<file path="src/hw/rtl/assert_macros.svh">
// Assertion macros shared by the page frame replacement RTL.
// No dependencies.
`ifndef ASSERT_MACROS_SVH
`define ASSERT_MACROS_SVH

// Clocked check, disabled while reset is asserted (reset is active low).
`define PFR_ASSERT(lbl, clk, rst_n, prop, msg) \
    lbl: assert property (@(posedge clk) disable iff (!rst_n) prop) else $error(msg);

// Clocked check that also holds during reset.
`define PFR_ASSERT_ALWAYS(lbl, clk, prop, msg) \
    lbl: assert property (@(posedge clk) prop) else $error(msg);

`endif

</file>
<file path="src/hw/rtl/pfr_pkg.sv">
// Package for the page frame replacement block: widths, defaults, codes and
// shared types. No dependencies.
package pfr_pkg;

    localparam int MAX_FRAMES_DEF      = 64;
    localparam int PAGE_INDEX_BITS_DEF = 16;
    localparam int MAX_PAGE_BITS_DEF   = 12;

    localparam int PAGE_IN_W = 16;
    localparam int OFFSET_W  = 12;
    localparam int KIND_W    = 3;
    localparam int EVP_W     = 16;
    localparam int PA_W      = 18;
    localparam int FC_W      = 7;
    localparam int PSL_W     = 4;

    localparam int APB_AW = 4;
    localparam int APB_DW = 32;

    localparam logic [1:0] REG_POLICY      = 2'd0;
    localparam logic [1:0] REG_FRAME_COUNT = 2'd1;
    localparam logic [1:0] REG_PAGE_SIZE   = 2'd2;

    localparam logic            POLICY_RST = 1'b0;
    localparam logic [FC_W-1:0]  FC_RST     = 7'd64;
    localparam logic [PSL_W-1:0] PSL_RST    = 4'd12;

    localparam logic POLICY_FIFO  = 1'b0;
    localparam logic POLICY_CLOCK = 1'b1;

    typedef enum logic [KIND_W-1:0] {
        KIND_READ_MISS     = 3'd0,
        KIND_WRITE_MISS    = 3'd1,
        KIND_FIRST_WRITE   = 3'd2,
        KIND_READ_HIT      = 3'd3,
        KIND_WRITE_HIT_MOD = 3'd4
    } t_kind;

    typedef struct packed {
        logic             policy;
        logic [FC_W-1:0]  frame_count;
        logic [PSL_W-1:0] page_size_log2;
    } t_cfg;

    typedef struct packed {
        logic load;
        logic search;
        logic take_hit;
        logic take_fill;
        logic take_fifo;
        logic scan_init;
        logic scan_step;
        logic commit;
    } t_cmd;

    typedef struct packed {
        logic hit;
        logic miss;
        logic room;
        logic clock;
        logic scan_found;
        logic out_free;
    } t_sts;

endpackage

</file>
<file path="src/hw/rtl/pfr_if.sv">
// Valid/ready channel interfaces for access items and result items.
// Depends on pfr_pkg.
interface pfr_in_if;
    logic                          valid;
    logic                          ready;
    logic [pfr_pkg::PAGE_IN_W-1:0] page_index;
    logic [pfr_pkg::OFFSET_W-1:0]  offset;
    logic                          is_write;

    modport source (output valid, output page_index, output offset, output is_write,
                    input ready);
    modport sink (input valid, input page_index, input offset, input is_write,
                  output ready);
endinterface

interface pfr_out_if;
    logic                       valid;
    logic                       ready;
    logic [pfr_pkg::KIND_W-1:0] fault_kind;
    logic                       evicted_valid;
    logic [pfr_pkg::EVP_W-1:0]  victim_page;
    logic                       dirty_evict;
    logic [pfr_pkg::PA_W-1:0]   phys_addr;
    logic                       allow_write;

    modport source (output valid, output fault_kind, output evicted_valid,
                    output victim_page, output dirty_evict, output phys_addr,
                    output allow_write, input ready);
    modport sink (input valid, input fault_kind, input evicted_valid,
                  input victim_page, input dirty_evict, input phys_addr,
                  input allow_write, output ready);
endinterface

</file>
<file path="src/hw/rtl/pfr_ram.sv">
// Generic simple dual-port RAM, one write and one registered read port.
// No dependencies.
module pfr_ram #(
    parameter int WIDTH = 16,
    parameter int DEPTH = 64
) (
    input  logic                                 i_clk,
    input  logic                                 i_we,
    input  logic [(DEPTH > 1 ? $clog2(DEPTH) : 1)-1:0] i_waddr,
    input  logic [WIDTH-1:0]                     i_wdata,
    input  logic [(DEPTH > 1 ? $clog2(DEPTH) : 1)-1:0] i_raddr,
    output logic [WIDTH-1:0]                     o_rdata
);

    logic [WIDTH-1:0] r_mem [DEPTH];
    logic [WIDTH-1:0] r_rdata;

    always_ff @(posedge i_clk) begin
        if (i_we) begin
            r_mem[i_waddr] <= i_wdata;
        end
        r_rdata <= r_mem[i_raddr];
    end

    assign o_rdata = r_rdata;

endmodule

</file>
<file path="src/hw/rtl/pfr_cfg.sv">
// APB-style configuration registers: policy, frame count, page size.
// Depends on pfr_pkg.
module pfr_cfg (
    input  logic                        i_clk,
    input  logic                        i_rst_n,
    input  logic                        psel,
    input  logic                        penable,
    input  logic                        pwrite,
    input  logic [pfr_pkg::APB_AW-1:0]  paddr,
    input  logic [pfr_pkg::APB_DW-1:0]  pwdata,
    output logic [pfr_pkg::APB_DW-1:0]  prdata,
    output logic                        pready,
    output pfr_pkg::t_cfg               o_cfg
);

    logic                         r_policy;
    logic [pfr_pkg::FC_W-1:0]     r_frame_count;
    logic [pfr_pkg::PSL_W-1:0]    r_page_size_log2;
    logic                         wr_en;

    assign pready = 1'b1;
    assign wr_en  = psel && penable && pwrite;

    always_ff @(posedge i_clk) begin
        if (!i_rst_n) begin
            r_policy         <= pfr_pkg::POLICY_RST;
            r_frame_count    <= pfr_pkg::FC_RST;
            r_page_size_log2 <= pfr_pkg::PSL_RST;
        end else if (wr_en) begin
            case (paddr[3:2])
                pfr_pkg::REG_POLICY:      r_policy         <= pwdata[0];
                pfr_pkg::REG_FRAME_COUNT: r_frame_count    <= pwdata[pfr_pkg::FC_W-1:0];
                pfr_pkg::REG_PAGE_SIZE:   r_page_size_log2 <= pwdata[pfr_pkg::PSL_W-1:0];
                default: begin
                end
            endcase
        end
    end

    always_comb begin
        case (paddr[3:2])
            pfr_pkg::REG_POLICY:      prdata = pfr_pkg::APB_DW'(r_policy);
            pfr_pkg::REG_FRAME_COUNT: prdata = pfr_pkg::APB_DW'(r_frame_count);
            pfr_pkg::REG_PAGE_SIZE:   prdata = pfr_pkg::APB_DW'(r_page_size_log2);
            default:                  prdata = '0;
        endcase
    end

    assign o_cfg.policy         = r_policy;
    assign o_cfg.frame_count    = r_frame_count;
    assign o_cfg.page_size_log2 = r_page_size_log2;

endmodule

</file>
<file path="src/hw/rtl/pfr_ctrl.sv">
// Sequencer for the replacement unit: search, fill or evict, commit.
// Depends on pfr_pkg; drives the datapath through t_cmd, reads t_sts.
module pfr_ctrl (
    input  logic          i_clk,
    input  logic          i_rst_n,
    input  logic          i_in_valid,
    output logic          o_in_ready,
    input  pfr_pkg::t_sts i_sts,
    output pfr_pkg::t_cmd o_cmd
);

    typedef enum logic [5:0] {
        S_IDLE   = 6'b000001,
        S_SEARCH = 6'b000010,
        S_SCAN   = 6'b000100,
        S_VREAD  = 6'b001000,
        S_COMMIT = 6'b010000,
        S_SPARE  = 6'b100000
    } t_state;

    t_state r_state, n_state;

    always_ff @(posedge i_clk) begin
        if (!i_rst_n) begin
            r_state <= S_IDLE;
        end else begin
            r_state <= n_state;
        end
    end

    always_comb begin
        n_state    = r_state;
        o_cmd      = '0;
        o_in_ready = 1'b0;
        case (r_state)
            S_IDLE: begin
                o_in_ready = 1'b1;
                if (i_in_valid) begin
                    o_cmd.load = 1'b1;
                    n_state    = S_SEARCH;
                end
            end
            S_SEARCH: begin
                o_cmd.search = 1'b1;
                if (i_sts.hit) begin
                    o_cmd.take_hit = 1'b1;
                    n_state        = S_COMMIT;
                end else if (i_sts.miss) begin
                    if (i_sts.room) begin
                        o_cmd.take_fill = 1'b1;
                        n_state         = S_COMMIT;
                    end else if (i_sts.clock) begin
                        o_cmd.scan_init = 1'b1;
                        n_state         = S_SCAN;
                    end else begin
                        o_cmd.take_fifo = 1'b1;
                        n_state         = S_VREAD;
                    end
                end
            end
            S_SCAN: begin
                o_cmd.scan_step = 1'b1;
                if (i_sts.scan_found) begin
                    n_state = S_VREAD;
                end
            end
            S_VREAD: begin
                n_state = S_COMMIT;
            end
            S_COMMIT: begin
                if (i_sts.out_free) begin
                    o_cmd.commit = 1'b1;
                    n_state      = S_IDLE;
                end
            end
            default: begin
                n_state = S_IDLE;
            end
        endcase
    end

endmodule

</file>
<file path="src/hw/rtl/pfr_dp.sv">
// Datapath: page table RAM, frame marks, search and clock scan, result register.
// Depends on pfr_pkg, pfr_ram and assert_macros.svh.
`include "assert_macros.svh"
module pfr_dp #(
    parameter int MAX_FRAMES      = pfr_pkg::MAX_FRAMES_DEF,
    parameter int PAGE_INDEX_BITS = pfr_pkg::PAGE_INDEX_BITS_DEF,
    parameter int MAX_PAGE_BITS   = pfr_pkg::MAX_PAGE_BITS_DEF
) (
    input  logic                          i_clk,
    input  logic                          i_rst_n,
    input  pfr_pkg::t_cmd                 i_cmd,
    output pfr_pkg::t_sts                 o_sts,
    input  pfr_pkg::t_cfg                 i_cfg,
    input  logic [pfr_pkg::PAGE_IN_W-1:0] i_page_index,
    input  logic [pfr_pkg::OFFSET_W-1:0]  i_offset,
    input  logic                          i_is_write,
    input  logic                          i_out_ready,
    output logic                          o_out_valid,
    output logic [pfr_pkg::KIND_W-1:0]    o_fault_kind,
    output logic                          o_evicted_valid,
    output logic [pfr_pkg::EVP_W-1:0]     o_victim_page,
    output logic                          o_dirty_evict,
    output logic [pfr_pkg::PA_W-1:0]      o_phys_addr,
    output logic                          o_allow_write
);

    localparam int AW   = (MAX_FRAMES > 1) ? $clog2(MAX_FRAMES) : 1;
    localparam int CW   = $clog2(MAX_FRAMES + 1);
    localparam int LW   = $clog2(3 * MAX_FRAMES + 3);
    localparam int PSW  = $clog2(MAX_PAGE_BITS + 1);
    localparam int SHW  = AW + MAX_PAGE_BITS + 1;
    localparam int SUMW = (SHW > pfr_pkg::PA_W) ? SHW : pfr_pkg::PA_W;

    logic [PAGE_INDEX_BITS-1:0]   r_page;
    logic [pfr_pkg::OFFSET_W-1:0] r_off;
    logic                         r_wr;

    logic [MAX_FRAMES-1:0] r_acc, r_mod, r_thd;
    logic [CW-1:0]         r_used;
    logic [AW-1:0]         r_hand;

    logic [CW-1:0] r_idx;
    logic          r_pend;
    logic [AW-1:0] r_pidx;
    logic [AW-1:0] r_frame;
    logic          r_hit;
    logic          r_evict;
    logic [LW-1:0] r_cnt;

    logic                         r_ovalid;
    pfr_pkg::t_kind               r_kind;
    logic                         r_evv;
    logic [pfr_pkg::EVP_W-1:0]    r_evp;
    logic                         r_wb;
    logic [pfr_pkg::PA_W-1:0]     r_pa;
    logic                         r_aw;

    logic [PAGE_INDEX_BITS-1:0]   rdata;
    logic [AW-1:0]                raddr;
    logic                         ram_we;
    logic [CW-1:0]                eff;
    logic [LW-1:0]                limit;
    logic [PSW-1:0]               psl;
    logic [pfr_pkg::OFFSET_W-1:0] off_m;
    logic [SUMW-1:0]              pa_sum;
    logic [AW-1:0]                f_next;
    logic [AW-1:0]                hand_next;
    logic                         out_free;
    pfr_pkg::t_kind               kind;

    function automatic logic [AW-1:0] next_frame(input logic [AW-1:0] f,
                                                 input logic [CW-1:0] used);
        logic [CW:0] inc;
        inc = (CW + 1)'(f) + (CW + 1)'(1);
        if (inc >= (CW + 1)'(used)) begin
            return '0;
        end
        return inc[AW-1:0];
    endfunction

    assign raddr  = i_cmd.search ? r_idx[AW-1:0] : r_frame;
    assign ram_we = i_cmd.commit && !r_hit;

    pfr_ram #(
        .WIDTH (PAGE_INDEX_BITS),
        .DEPTH (MAX_FRAMES)
    ) u_ram (
        .i_clk   (i_clk),
        .i_we    (ram_we),
        .i_waddr (r_frame),
        .i_wdata (r_page),
        .i_raddr (raddr),
        .o_rdata (rdata)
    );

    always_comb begin
        if (i_cfg.frame_count == '0) begin
            eff = CW'(1);
        end else if (32'(i_cfg.frame_count) > 32'(MAX_FRAMES)) begin
            eff = CW'(MAX_FRAMES);
        end else begin
            eff = CW'(i_cfg.frame_count);
        end
        if (32'(i_cfg.page_size_log2) > 32'(MAX_PAGE_BITS)) begin
            psl = PSW'(MAX_PAGE_BITS);
        end else begin
            psl = PSW'(i_cfg.page_size_log2);
        end
        for (int b = 0; b < pfr_pkg::OFFSET_W; b++) begin
            off_m[b] = r_off[b] && (b < int'(psl));
        end
    end

    assign limit     = LW'(r_used) * LW'(3) + LW'(2);
    assign pa_sum    = (SUMW'(r_frame) << psl) + SUMW'(off_m);
    assign f_next    = next_frame(r_frame, r_used);
    assign hand_next = next_frame(r_hand, r_used);
    assign out_free  = !r_ovalid || i_out_ready;

    always_comb begin
        if (r_hit) begin
            if (r_wr) begin
                kind = r_mod[r_frame] ? pfr_pkg::KIND_WRITE_HIT_MOD
                                      : pfr_pkg::KIND_FIRST_WRITE;
            end else begin
                kind = pfr_pkg::KIND_READ_HIT;
            end
        end else begin
            kind = r_wr ? pfr_pkg::KIND_WRITE_MISS : pfr_pkg::KIND_READ_MISS;
        end
    end

    assign o_sts.hit        = r_pend && (rdata == r_page);
    assign o_sts.miss       = !r_pend && (r_idx >= r_used);
    assign o_sts.room       = r_used < eff;
    assign o_sts.clock      = (i_cfg.policy == pfr_pkg::POLICY_CLOCK);
    assign o_sts.scan_found = (r_cnt >= limit) ||
                              (!r_acc[r_frame] && (!r_mod[r_frame] || r_thd[r_frame]));
    assign o_sts.out_free   = out_free;

    always_ff @(posedge i_clk) begin
        if (i_cmd.load) begin
            r_page <= PAGE_INDEX_BITS'(i_page_index);
            r_off  <= i_offset;
            r_wr   <= i_is_write;
        end
        if (i_cmd.search && (r_idx < r_used)) begin
            r_pidx <= r_idx[AW-1:0];
        end
        if (i_cmd.take_hit) begin
            r_frame <= r_pidx;
            r_hit   <= 1'b1;
            r_evict <= 1'b0;
        end else if (i_cmd.take_fill) begin
            r_frame <= r_used[AW-1:0];
            r_hit   <= 1'b0;
            r_evict <= 1'b0;
        end else if (i_cmd.take_fifo || i_cmd.scan_init) begin
            r_frame <= hand_next;
            r_hit   <= 1'b0;
            r_evict <= 1'b1;
        end else if (i_cmd.scan_step && !o_sts.scan_found) begin
            r_frame <= f_next;
        end
        if (i_cmd.scan_init) begin
            r_cnt <= '0;
        end else if (i_cmd.scan_step && !o_sts.scan_found) begin
            r_cnt <= r_cnt + LW'(1);
        end
        if (i_cmd.commit) begin
            r_kind <= kind;
            r_evv  <= r_evict;
            r_evp  <= r_evict ? pfr_pkg::EVP_W'(rdata) : '0;
            r_wb   <= r_evict && r_mod[r_frame];
            r_pa   <= pa_sum[pfr_pkg::PA_W-1:0];
            r_aw   <= r_wr;
        end
    end

    always_ff @(posedge i_clk) begin
        if (!i_rst_n) begin
            r_acc    <= '0;
            r_mod    <= '0;
            r_thd    <= '0;
            r_used   <= '0;
            r_hand   <= '0;
            r_idx    <= '0;
            r_pend   <= 1'b0;
            r_ovalid <= 1'b0;
        end else begin
            if (i_cmd.load) begin
                r_idx  <= '0;
                r_pend <= 1'b0;
            end else if (i_cmd.search) begin
                if (r_idx < r_used) begin
                    r_idx  <= r_idx + CW'(1);
                    r_pend <= 1'b1;
                end else begin
                    r_pend <= 1'b0;
                end
            end
            if (i_cmd.scan_step && !o_sts.scan_found) begin
                if (r_acc[r_frame]) begin
                    r_acc[r_frame] <= 1'b0;
                    r_thd[r_frame] <= 1'b0;
                end else begin
                    r_thd[r_frame] <= 1'b1;
                end
            end
            if (i_cmd.commit) begin
                r_acc[r_frame] <= 1'b1;
                r_thd[r_frame] <= 1'b0;
                if (r_hit) begin
                    r_mod[r_frame] <= r_mod[r_frame] | r_wr;
                end else begin
                    r_mod[r_frame] <= r_wr;
                    r_hand         <= r_frame;
                    if (!r_evict) begin
                        r_used <= r_used + CW'(1);
                    end
                end
                r_ovalid <= 1'b1;
            end else if (i_out_ready) begin
                r_ovalid <= 1'b0;
            end
        end
    end

    assign o_out_valid     = r_ovalid;
    assign o_fault_kind    = r_kind;
    assign o_evicted_valid = r_evv;
    assign o_victim_page   = r_evp;
    assign o_dirty_evict   = r_wb;
    assign o_phys_addr     = r_pa;
    assign o_allow_write   = r_aw;

    `PFR_ASSERT(a_hand_in_range, i_clk, i_rst_n, (r_used == '0) || (CW'(r_hand) < r_used), "hand outside resident frames")
    `PFR_ASSERT(a_commit_room, i_clk, i_rst_n, i_cmd.commit |-> out_free, "result committed over an untaken item")
    `PFR_ASSERT(a_evict_full, i_clk, i_rst_n, (i_cmd.take_fifo || i_cmd.scan_init) |-> (r_used != '0), "eviction with no resident frame")
    `PFR_ASSERT_ALWAYS(a_used_bound, i_clk, !i_rst_n || (32'(r_used) <= 32'(MAX_FRAMES)), "frame fill count beyond capacity")

endmodule

</file>
<file path="src/hw/rtl/page_frame_replacement.sv">
// Top level of the page frame replacement unit.
// Depends on pfr_pkg, pfr_if, pfr_cfg, pfr_ctrl, pfr_dp (and pfr_ram below it).
//
// Usage: access items (page_index, offset, is_write) arrive on i_req; one
// result item per access leaves on o_rsp. Registers policy, frame_count and
// page_size_log2 sit at byte addresses 0, 4 and 8 of the APB port; write
// them only while the block is idle.
// Sequence: the resident frames are searched one RAM read a cycle. A hit
// or a fill then goes straight to the commit step; a FIFO eviction adds a
// victim read before it, and a clock eviction a mark scan and then that
// read. One item is in work at a time; i_req.ready is high only while the
// sequencer is idle, which it returns to once each result is registered,
// so a new item is not taken before the last result is registered.
// The result sits in an output register, so the next item is accepted while
// a result still waits; if o_rsp is stalled the following result is held
// in the sequencer until the register is taken.
// Reset (synchronous, active low) empties all frames, clears the marks and
// hand and restores the register defaults; no clearing pass is needed.
module page_frame_replacement #(
    parameter int MAX_FRAMES      = pfr_pkg::MAX_FRAMES_DEF,
    parameter int PAGE_INDEX_BITS = pfr_pkg::PAGE_INDEX_BITS_DEF,
    parameter int MAX_PAGE_BITS   = pfr_pkg::MAX_PAGE_BITS_DEF
) (
    input  logic                       i_clk,
    input  logic                       i_rst_n,
    pfr_in_if.sink                     i_req,
    pfr_out_if.source                  o_rsp,
    input  logic                       psel,
    input  logic                       penable,
    input  logic                       pwrite,
    input  logic [pfr_pkg::APB_AW-1:0] paddr,
    input  logic [pfr_pkg::APB_DW-1:0] pwdata,
    output logic [pfr_pkg::APB_DW-1:0] prdata,
    output logic                       pready
);

    pfr_pkg::t_cfg cfg;
    pfr_pkg::t_cmd cmd;
    pfr_pkg::t_sts sts;

    pfr_cfg u_cfg (
        .i_clk   (i_clk),
        .i_rst_n (i_rst_n),
        .psel    (psel),
        .penable (penable),
        .pwrite  (pwrite),
        .paddr   (paddr),
        .pwdata  (pwdata),
        .prdata  (prdata),
        .pready  (pready),
        .o_cfg   (cfg)
    );

    pfr_ctrl u_ctrl (
        .i_clk      (i_clk),
        .i_rst_n    (i_rst_n),
        .i_in_valid (i_req.valid),
        .o_in_ready (i_req.ready),
        .i_sts      (sts),
        .o_cmd      (cmd)
    );

    pfr_dp #(
        .MAX_FRAMES      (MAX_FRAMES),
        .PAGE_INDEX_BITS (PAGE_INDEX_BITS),
        .MAX_PAGE_BITS   (MAX_PAGE_BITS)
    ) u_dp (
        .i_clk           (i_clk),
        .i_rst_n         (i_rst_n),
        .i_cmd           (cmd),
        .o_sts           (sts),
        .i_cfg           (cfg),
        .i_page_index    (i_req.page_index),
        .i_offset        (i_req.offset),
        .i_is_write      (i_req.is_write),
        .i_out_ready     (o_rsp.ready),
        .o_out_valid     (o_rsp.valid),
        .o_fault_kind    (o_rsp.fault_kind),
        .o_evicted_valid (o_rsp.evicted_valid),
        .o_victim_page   (o_rsp.victim_page),
        .o_dirty_evict   (o_rsp.dirty_evict),
        .o_phys_addr     (o_rsp.phys_addr),
        .o_allow_write   (o_rsp.allow_write)
    );

endmodule
</file>
<file path="src/flat_wrapper.sv">
// flat-port wrapper written by rule: the top's interface ports become plain ports
module page_frame_replacement_flat 
#(
    parameter int MAX_FRAMES      = pfr_pkg::MAX_FRAMES_DEF,
    parameter int PAGE_INDEX_BITS = pfr_pkg::PAGE_INDEX_BITS_DEF,
    parameter int MAX_PAGE_BITS   = pfr_pkg::MAX_PAGE_BITS_DEF
)
  (i_clk, i_rst_n, psel, penable, pwrite, paddr, pwdata, prdata, pready, i_req_valid, i_req_page_index, i_req_offset, i_req_is_write, i_req_ready, o_rsp_valid, o_rsp_fault_kind, o_rsp_evicted_valid, o_rsp_victim_page, o_rsp_dirty_evict, o_rsp_phys_addr, o_rsp_allow_write, o_rsp_ready);
  pfr_in_if i_req_i ();
  pfr_out_if o_rsp_i ();
  input  logic i_clk;
  input  logic i_rst_n;
  input  logic psel;
  input  logic penable;
  input  logic pwrite;
  input  logic [pfr_pkg::APB_AW-1:0] paddr;
  input  logic [pfr_pkg::APB_DW-1:0] pwdata;
  output logic [pfr_pkg::APB_DW-1:0] prdata;
  output logic pready;
  input wire logic [$bits(i_req_i.valid)-1:0] i_req_valid;
  input wire logic [$bits(i_req_i.page_index)-1:0] i_req_page_index;
  input wire logic [$bits(i_req_i.offset)-1:0] i_req_offset;
  input wire logic [$bits(i_req_i.is_write)-1:0] i_req_is_write;
  output wire logic [$bits(i_req_i.ready)-1:0] i_req_ready;
  output wire logic [$bits(o_rsp_i.valid)-1:0] o_rsp_valid;
  output wire logic [$bits(o_rsp_i.fault_kind)-1:0] o_rsp_fault_kind;
  output wire logic [$bits(o_rsp_i.evicted_valid)-1:0] o_rsp_evicted_valid;
  output wire logic [$bits(o_rsp_i.victim_page)-1:0] o_rsp_victim_page;
  output wire logic [$bits(o_rsp_i.dirty_evict)-1:0] o_rsp_dirty_evict;
  output wire logic [$bits(o_rsp_i.phys_addr)-1:0] o_rsp_phys_addr;
  output wire logic [$bits(o_rsp_i.allow_write)-1:0] o_rsp_allow_write;
  input wire logic [$bits(o_rsp_i.ready)-1:0] o_rsp_ready;
  assign i_req_i.valid = i_req_valid;
  assign i_req_i.page_index = i_req_page_index;
  assign i_req_i.offset = i_req_offset;
  assign i_req_i.is_write = i_req_is_write;
  assign i_req_ready = i_req_i.ready;
  assign o_rsp_valid = o_rsp_i.valid;
  assign o_rsp_fault_kind = o_rsp_i.fault_kind;
  assign o_rsp_evicted_valid = o_rsp_i.evicted_valid;
  assign o_rsp_victim_page = o_rsp_i.victim_page;
  assign o_rsp_dirty_evict = o_rsp_i.dirty_evict;
  assign o_rsp_phys_addr = o_rsp_i.phys_addr;
  assign o_rsp_allow_write = o_rsp_i.allow_write;
  assign o_rsp_i.ready = o_rsp_ready;
  page_frame_replacement #(.MAX_FRAMES(MAX_FRAMES), .PAGE_INDEX_BITS(PAGE_INDEX_BITS), .MAX_PAGE_BITS(MAX_PAGE_BITS)) u_core (.i_clk(i_clk), .i_rst_n(i_rst_n), .i_req(i_req_i), .o_rsp(o_rsp_i), .psel(psel), .penable(penable), .pwrite(pwrite), .paddr(paddr), .pwdata(pwdata), .prdata(prdata), .pready(pready));
endmodule
</file>
<file path="config.mk">
export PLATFORM = sky130hd
export DESIGN_NAME = page_frame_replacement_flat
export DESIGN_NICKNAME = d
export VERILOG_FILES = /design/src/hw/rtl/pfr_pkg.sv /design/src/hw/rtl/pfr_if.sv /design/src/hw/rtl/pfr_ram.sv /design/src/hw/rtl/pfr_cfg.sv /design/src/hw/rtl/pfr_ctrl.sv /design/src/hw/rtl/pfr_dp.sv /design/src/hw/rtl/page_frame_replacement.sv /design/src/flat_wrapper.sv
export VERILOG_INCLUDE_DIRS = /design/src /design/src/hw/rtl
export SDC_FILE = /design/constraint.sdc
export NUM_CORES = 2
export LEC_CHECK = 0
export ABC_AREA = 1
export BUFFER_PORTS_ARGS = -buffer_cell sky130_fd_sc_hd__buf_2
export CAP_MARGIN = 15
export CORE_MARGIN = 2
export CORE_UTILIZATION = 35
export DETAILED_ROUTE_END_ITERATION = 7
export GPL_ROUTABILITY_DRIVEN = 0
export PLACE_DENSITY = 0.57
export SYNTH_ARGS = -nofsm -noshare
export SYNTH_HDL_FRONTEND = slang
export SYNTH_HIERARCHICAL = 1
export SYNTH_SLANG_ARGS = --single-unit
</file>
<file path="constraint.sdc">
create_clock -name i_clk -period 6.6 [get_ports i_clk]
set_input_delay 0.66 -clock i_clk [delete_from_list [all_inputs] [get_ports i_clk]]
set_output_delay 0.66 -clock i_clk [all_outputs]
set_load 0.01 [all_outputs]
</file>
# Yosys cells after proc, flatten, opt, wreduce, memory -nomap -nowiden
# Memories as Yosys holds them, arrays and structs flattened. A register that Yosys moved wholly into a read port is not among the register bits.
# Index checks and enable logic that the tools add are counted.
# op_classes
add_sub_neg	7
muxes	67
n_reduce_logical	46
magnitude_cmp	22
n_eq_ne	12
n_mul	1
n_bitwise	10
shifts	1
# op_table
op	count
64-bit 2-to-1 mux	9
64-bit bitwise AND	3
64-bit bitwise mux	2
64-bit bitwise OR	2
6-bit 2-to-1 mux	15
64-bit NOT	1
6-bit one-hot mux with 5 select lines	1
1-bit 2-to-1 mux	24
1-bit logical AND	22
7-bit >= comparator	3
7-bit one-hot mux with 3 select lines	1
18-bit by 12-bit adder with 18-bit output	1
1-bit binary-select mux with 6-bit select	3
6-bit by 4-bit left shift with 18-bit output	1
16-bit equality test	1
3-bit by 4-bit < comparator with 1-bit output (first input constant)	4
4-bit < comparator (first input constant)	4
3-bit 2-to-1 mux	5
6-bit by 1-bit adder with 7-bit output (second input constant)	2
7-bit by 1-bit adder with 7-bit output (second input constant)	2
7-bit < comparator	2
7-bit 2-to-1 mux	2
2-bit AND reduction	5
8-bit by 1-bit adder with 8-bit output (second input constant)	1
other kinds (33)	50
# totals
mem_bits_rw	1024
output_inout_bits	75
ff_bits	323
mem_count	1
elab_cells	193
input_bits	72
# mem_list
memory	words	width	read_ports	rd_clocked_by_memory_dff	wr	line	source
u_core.u_dp.u_ram.r_mem	64	16	1	1	1	pfr_ram.sv:15	logic [WIDTH-1:0] r_mem [DEPTH];

# Depth between registers and ports, before layout
# logic_depth
depth_word	12
depth_mapped	25
ltp_nobuf	22

# Modules after synthesis
# Netlist, hierarchy kept.
# modules_own_cells
mod	area_each_um2	cells_per_inst	n_inst	seq_area_each_um2
pfr_ram	42091.6	3518	1	31069.8
pfr_dp	18263.8	2793	1	6916.6
pfr_cfg	845.8	127	1	240.2
pfr_ctrl	432.9	65	1	100.1

# Worst setup path after synthesis
# Ideal clock, no wire load.
# synth_path
path_kind	input port to flip-flop
from	input port o_rsp_ready
to	memory u_core.u_dp.u_ram.r_mem[32][0], enable pin
slack_ns	0.602
t_arrival_ns	5.568
setup_ns	0.430
required_time_ns	6.170
n_path_buf	3
path_stages	11
cell_sequence	inv_1 nand2_1 buf_4 inv_1 nor2_1 inv_1 nor2_1 clkbuf_1 clkbuf_1 nand3_1 nor4_1
# synth_lines
item	line	source
start, declared	flat_wrapper.sv:32	input wire logic [$bits(o_rsp_i.ready)-1:0] o_rsp_ready;
end, declared	pfr_ram.sv:15	

==> results.toml <==
[global_routing]
antenna_found_initial = 3
grt_max_degree = 202
overflow = 0
grt_util_all_layers_pct = 18.7
grt_pass1_wl_mm = 260
grt_pass1_vias = 42950

[timing]
max_clock_freq_mhz = 216
slew_viol_final = 0
fin_skew_ns = 0.0470
setup_viol = 0
hold_viol = 0
fin_crit_ns = 4.62
worst_slew_pin_slew_ns = 1.16
slew_headroom_pct = 22.5
rsz0062_at_grt = "no"
timing.final.crit_share_pct = 70.0
tns_ns = 0

[floorplan]
rows = 154
core-area_mm2 = 0.176
fp.dieW_um = 424
start_util_pct = 35.1
dieArea_mm2 = 0.179
die_y_um = 424
pin_count = 147

[drt]
num_vias = 45426
wl_per_cell_um = 19.2
ant_nets = 0
wl_met2_mm = 80.4
drt_wl_total_mm = 172
drcViolationCount = 2
drt_iter0_drc = 4506
wl_met3_mm = 10.8
top_layer_used = "met5"
viasPerCell = 5.07
wl_met1_mm = 76.3
drt_pass1_iterations = 8

[min_path]
min_path_type = "in2reg"

[status]
violations = "design-rule violations"
status = "complete, but fails checks"

[finish]
final_cell_area_mm2 = 0.0688
syn2layout_area_growth_pct = 11.7
nFillCells = 17139
drive_gt1_share_pct = 7.48
mostFrequentLayoutCells = "nand2_1, edfxtp_1, nand3_1"
fin_nets = 6643
final_common_cell = "nand2_1"

[clock_network]
clkSlewWorstSetupHoldPaths_ns = 0.06
numCtsBuffers = 145
cts_resized = 0
clock_sinks = 1362
clock_path_buffers = 3
cts_setup_buffers = 0
htree_levels = 4
clock_latency_ns = 0.79
root_buffer = "clkbuf_16"
cts_tree = "done"

[yosys]
synth_ff_type = "edfxtp_1"
avgSynthCellArea_um2 = 9.48
postSynthCellCount = 6503
ys_ff_latch = 1362
seq_area_frac_synth_pct = 62.2
ys_warn_count = 6
ys_types = 59
synth-async-reset-ratio_pct = 0
syn-cell-area_mm2 = 0.0616
synth_edf_count = 1105

[placed_design]
io_buffer_count = 93
dpl-instance-area_mm2 = 0.0641
dp_hpwl_mm = 95.0

[job]
maxCapViolCount = 0

[power_and_ir_drop]
cellPowerDensity_mw_per_mm2 = 290
ir_worst_vdd_mv = 0.251
leakage_nw = 26.4

[worst_setup_path]
worst-endpoint-arrival_ns = 5.32
crit_fanout = 198
path_class = "reg2reg"
cp-end-kind = "flop"
required_ns = 7.30
start_kind = "flop"
## metal layers
metal	track usage, %	vias to the layer above
li1	-	21792
met1	25.9	21878
met2	30.4	1480
met3	2.67	272
met4	5.78	4
met5	0	-
## final timing paths
| path | from | end | slack (ns) | depth (start not counted) |
|---|---|---|---|---|
| min | i_req_offset[0] | u_core/u_dp/r_off[0] | 0.05 | 1 |
| max reg2reg | u_core/u_ctrl/r_state[3] | u_core/u_dp/u_ram/o_rdata[4] | 1.98 | 14 |
| max | u_core/u_ctrl/r_state[3] | u_core/u_dp/u_ram/o_rdata[4] | 1.98 | 14 |
| min reg2reg | u_core/u_dp/r_mod[28] | u_core/u_dp/r_mod[28] | 0.46 | 2 |
## worst max-delay path: stages, from the launching register on
cell      delay (ns)
dfxtp_1         0.42
nor2_4          0.10
nand3_4         0.11
clkinv_2        0.30
o21ai_4         0.81
buf_4           0.55
buf_12          0.67
nand2_1         0.10
nand3_1         0.12
nand3_1         0.12
nand2_1         0.21
nand2_1         0.07
nand3_1         0.10
nand3_1         0.25
nand2_1         0.27
## state kept, by name (all words and copies together) (netlist names), 3 cells and up, named ones only
register                       flops
u_core/u_dp/r_cnt                  8
u_core/u_dp/u_ram/r_mem         1024
u_core/u_dp/r_off                 12
u_core/u_dp/r_thd                 42
u_core/u_dp/o_fault_kind           3
u_core/u_cfg/r_frame_count         7
u_core/u_dp/r_mod                 64
u_core/u_ctrl/r_state              5
u_core/u_dp/r_pidx                 6
u_core/u_dp/r_page                16
u_core/u_dp/r_acc                 42
u_core/u_dp/u_ram/o_rdata         16
u_core/u_dp/o_victim_page         16
u_core/u_dp/o_phys_addr           18
u_core/u_dp/r_used                 7
u_core/u_dp/r_frame                6
u_core/u_dp/r_idx                  7
u_core/u_cfg/r_page_size_log2      4
u_core/u_dp/r_hand                 6
## kinds of logic after synthesis
family	count (synthesis)	synth area share [%]
compound gates	443	3.97
other cells	2	0.0122
buf+inv	842	6.41
simple gates	3756	25.6
fa+ha+maj	65	1.34
flops	1362	62.2
xor+xnor	33	0.469
## stage by stage
stage               hold slack, ns  total power, mW  utilization (%)  setup WS [ns]  cells
floorplan                    0.406             11.3                -          0.602   6527
detailed placement           0.450             12.1             36.5           1.99   8697
global placement             0.441             12.0             36.5           2.10   8697
global route                0.0115             20.7             39.2           1.70   8959
finish                      0.0548             20.0             39.2           1.98   8960
CTS                       0.000361             20.1             39.2           1.95   8958
## repair_timing
| item | CTS | global route |
|---|---|---|
| endpoints found under the setup margin | 0 | 0 |
| hold buffers | 1 | 0 |
| hold endpoints to repair | 1 | 0 |
## power breakdown
group / switching [mW] / internal [mW] / total [mW] / leakage (nW)
Sequential: 0.119 / 9.66 / 9.78 / 12.0
Combinational: 1.66 / 0.463 / 2.12 / 12.1
Clock: 3.43 / 4.65 / 8.09 / 2.30
## cell usage after synthesis, types with 19 or more instances
library cell / n / area, um2
nand2_1: 2221 / 8340
edfxtp_1: 1105 / 33200
nand3_1: 964 / 4820
inv_1: 433 / 1630
nor2_1: 409 / 1540
dfxtp_1: 257 / 5140
o21ai_0: 178 / 891
buf_2: 158 / 791
a21oi_1: 137 / 686
clkbuf_1: 99 / 372
nand4_1: 91 / 569
ha_1: 63 / 788
buf_6: 51 / 574
buf_4: 50 / 375
o21ai_1: 38 / 190
buf_1: 32 / 120
xor2_1: 26 / 228
o21bai_1: 25 / 188
nor3_1: 19 / 95.1
## layout make-up
class | count | area, um2 | share of cell area, %
antenna | 1 | 2.50 | 0.00363
multi-input combinational | 4323 | 19600 | 28.4
tap | 2340 | 2930 | 4.25
timing repair buffer | 223 | 1560 | 2.26
sequential | 1362 | 38300 | 55.7
inverter | 451 | 1720 | 2.50
clock inverter | 61 | 676 | 0.981
clock buffer | 199 | 4060 | 5.90
Power figures use the tool's default switching activity.
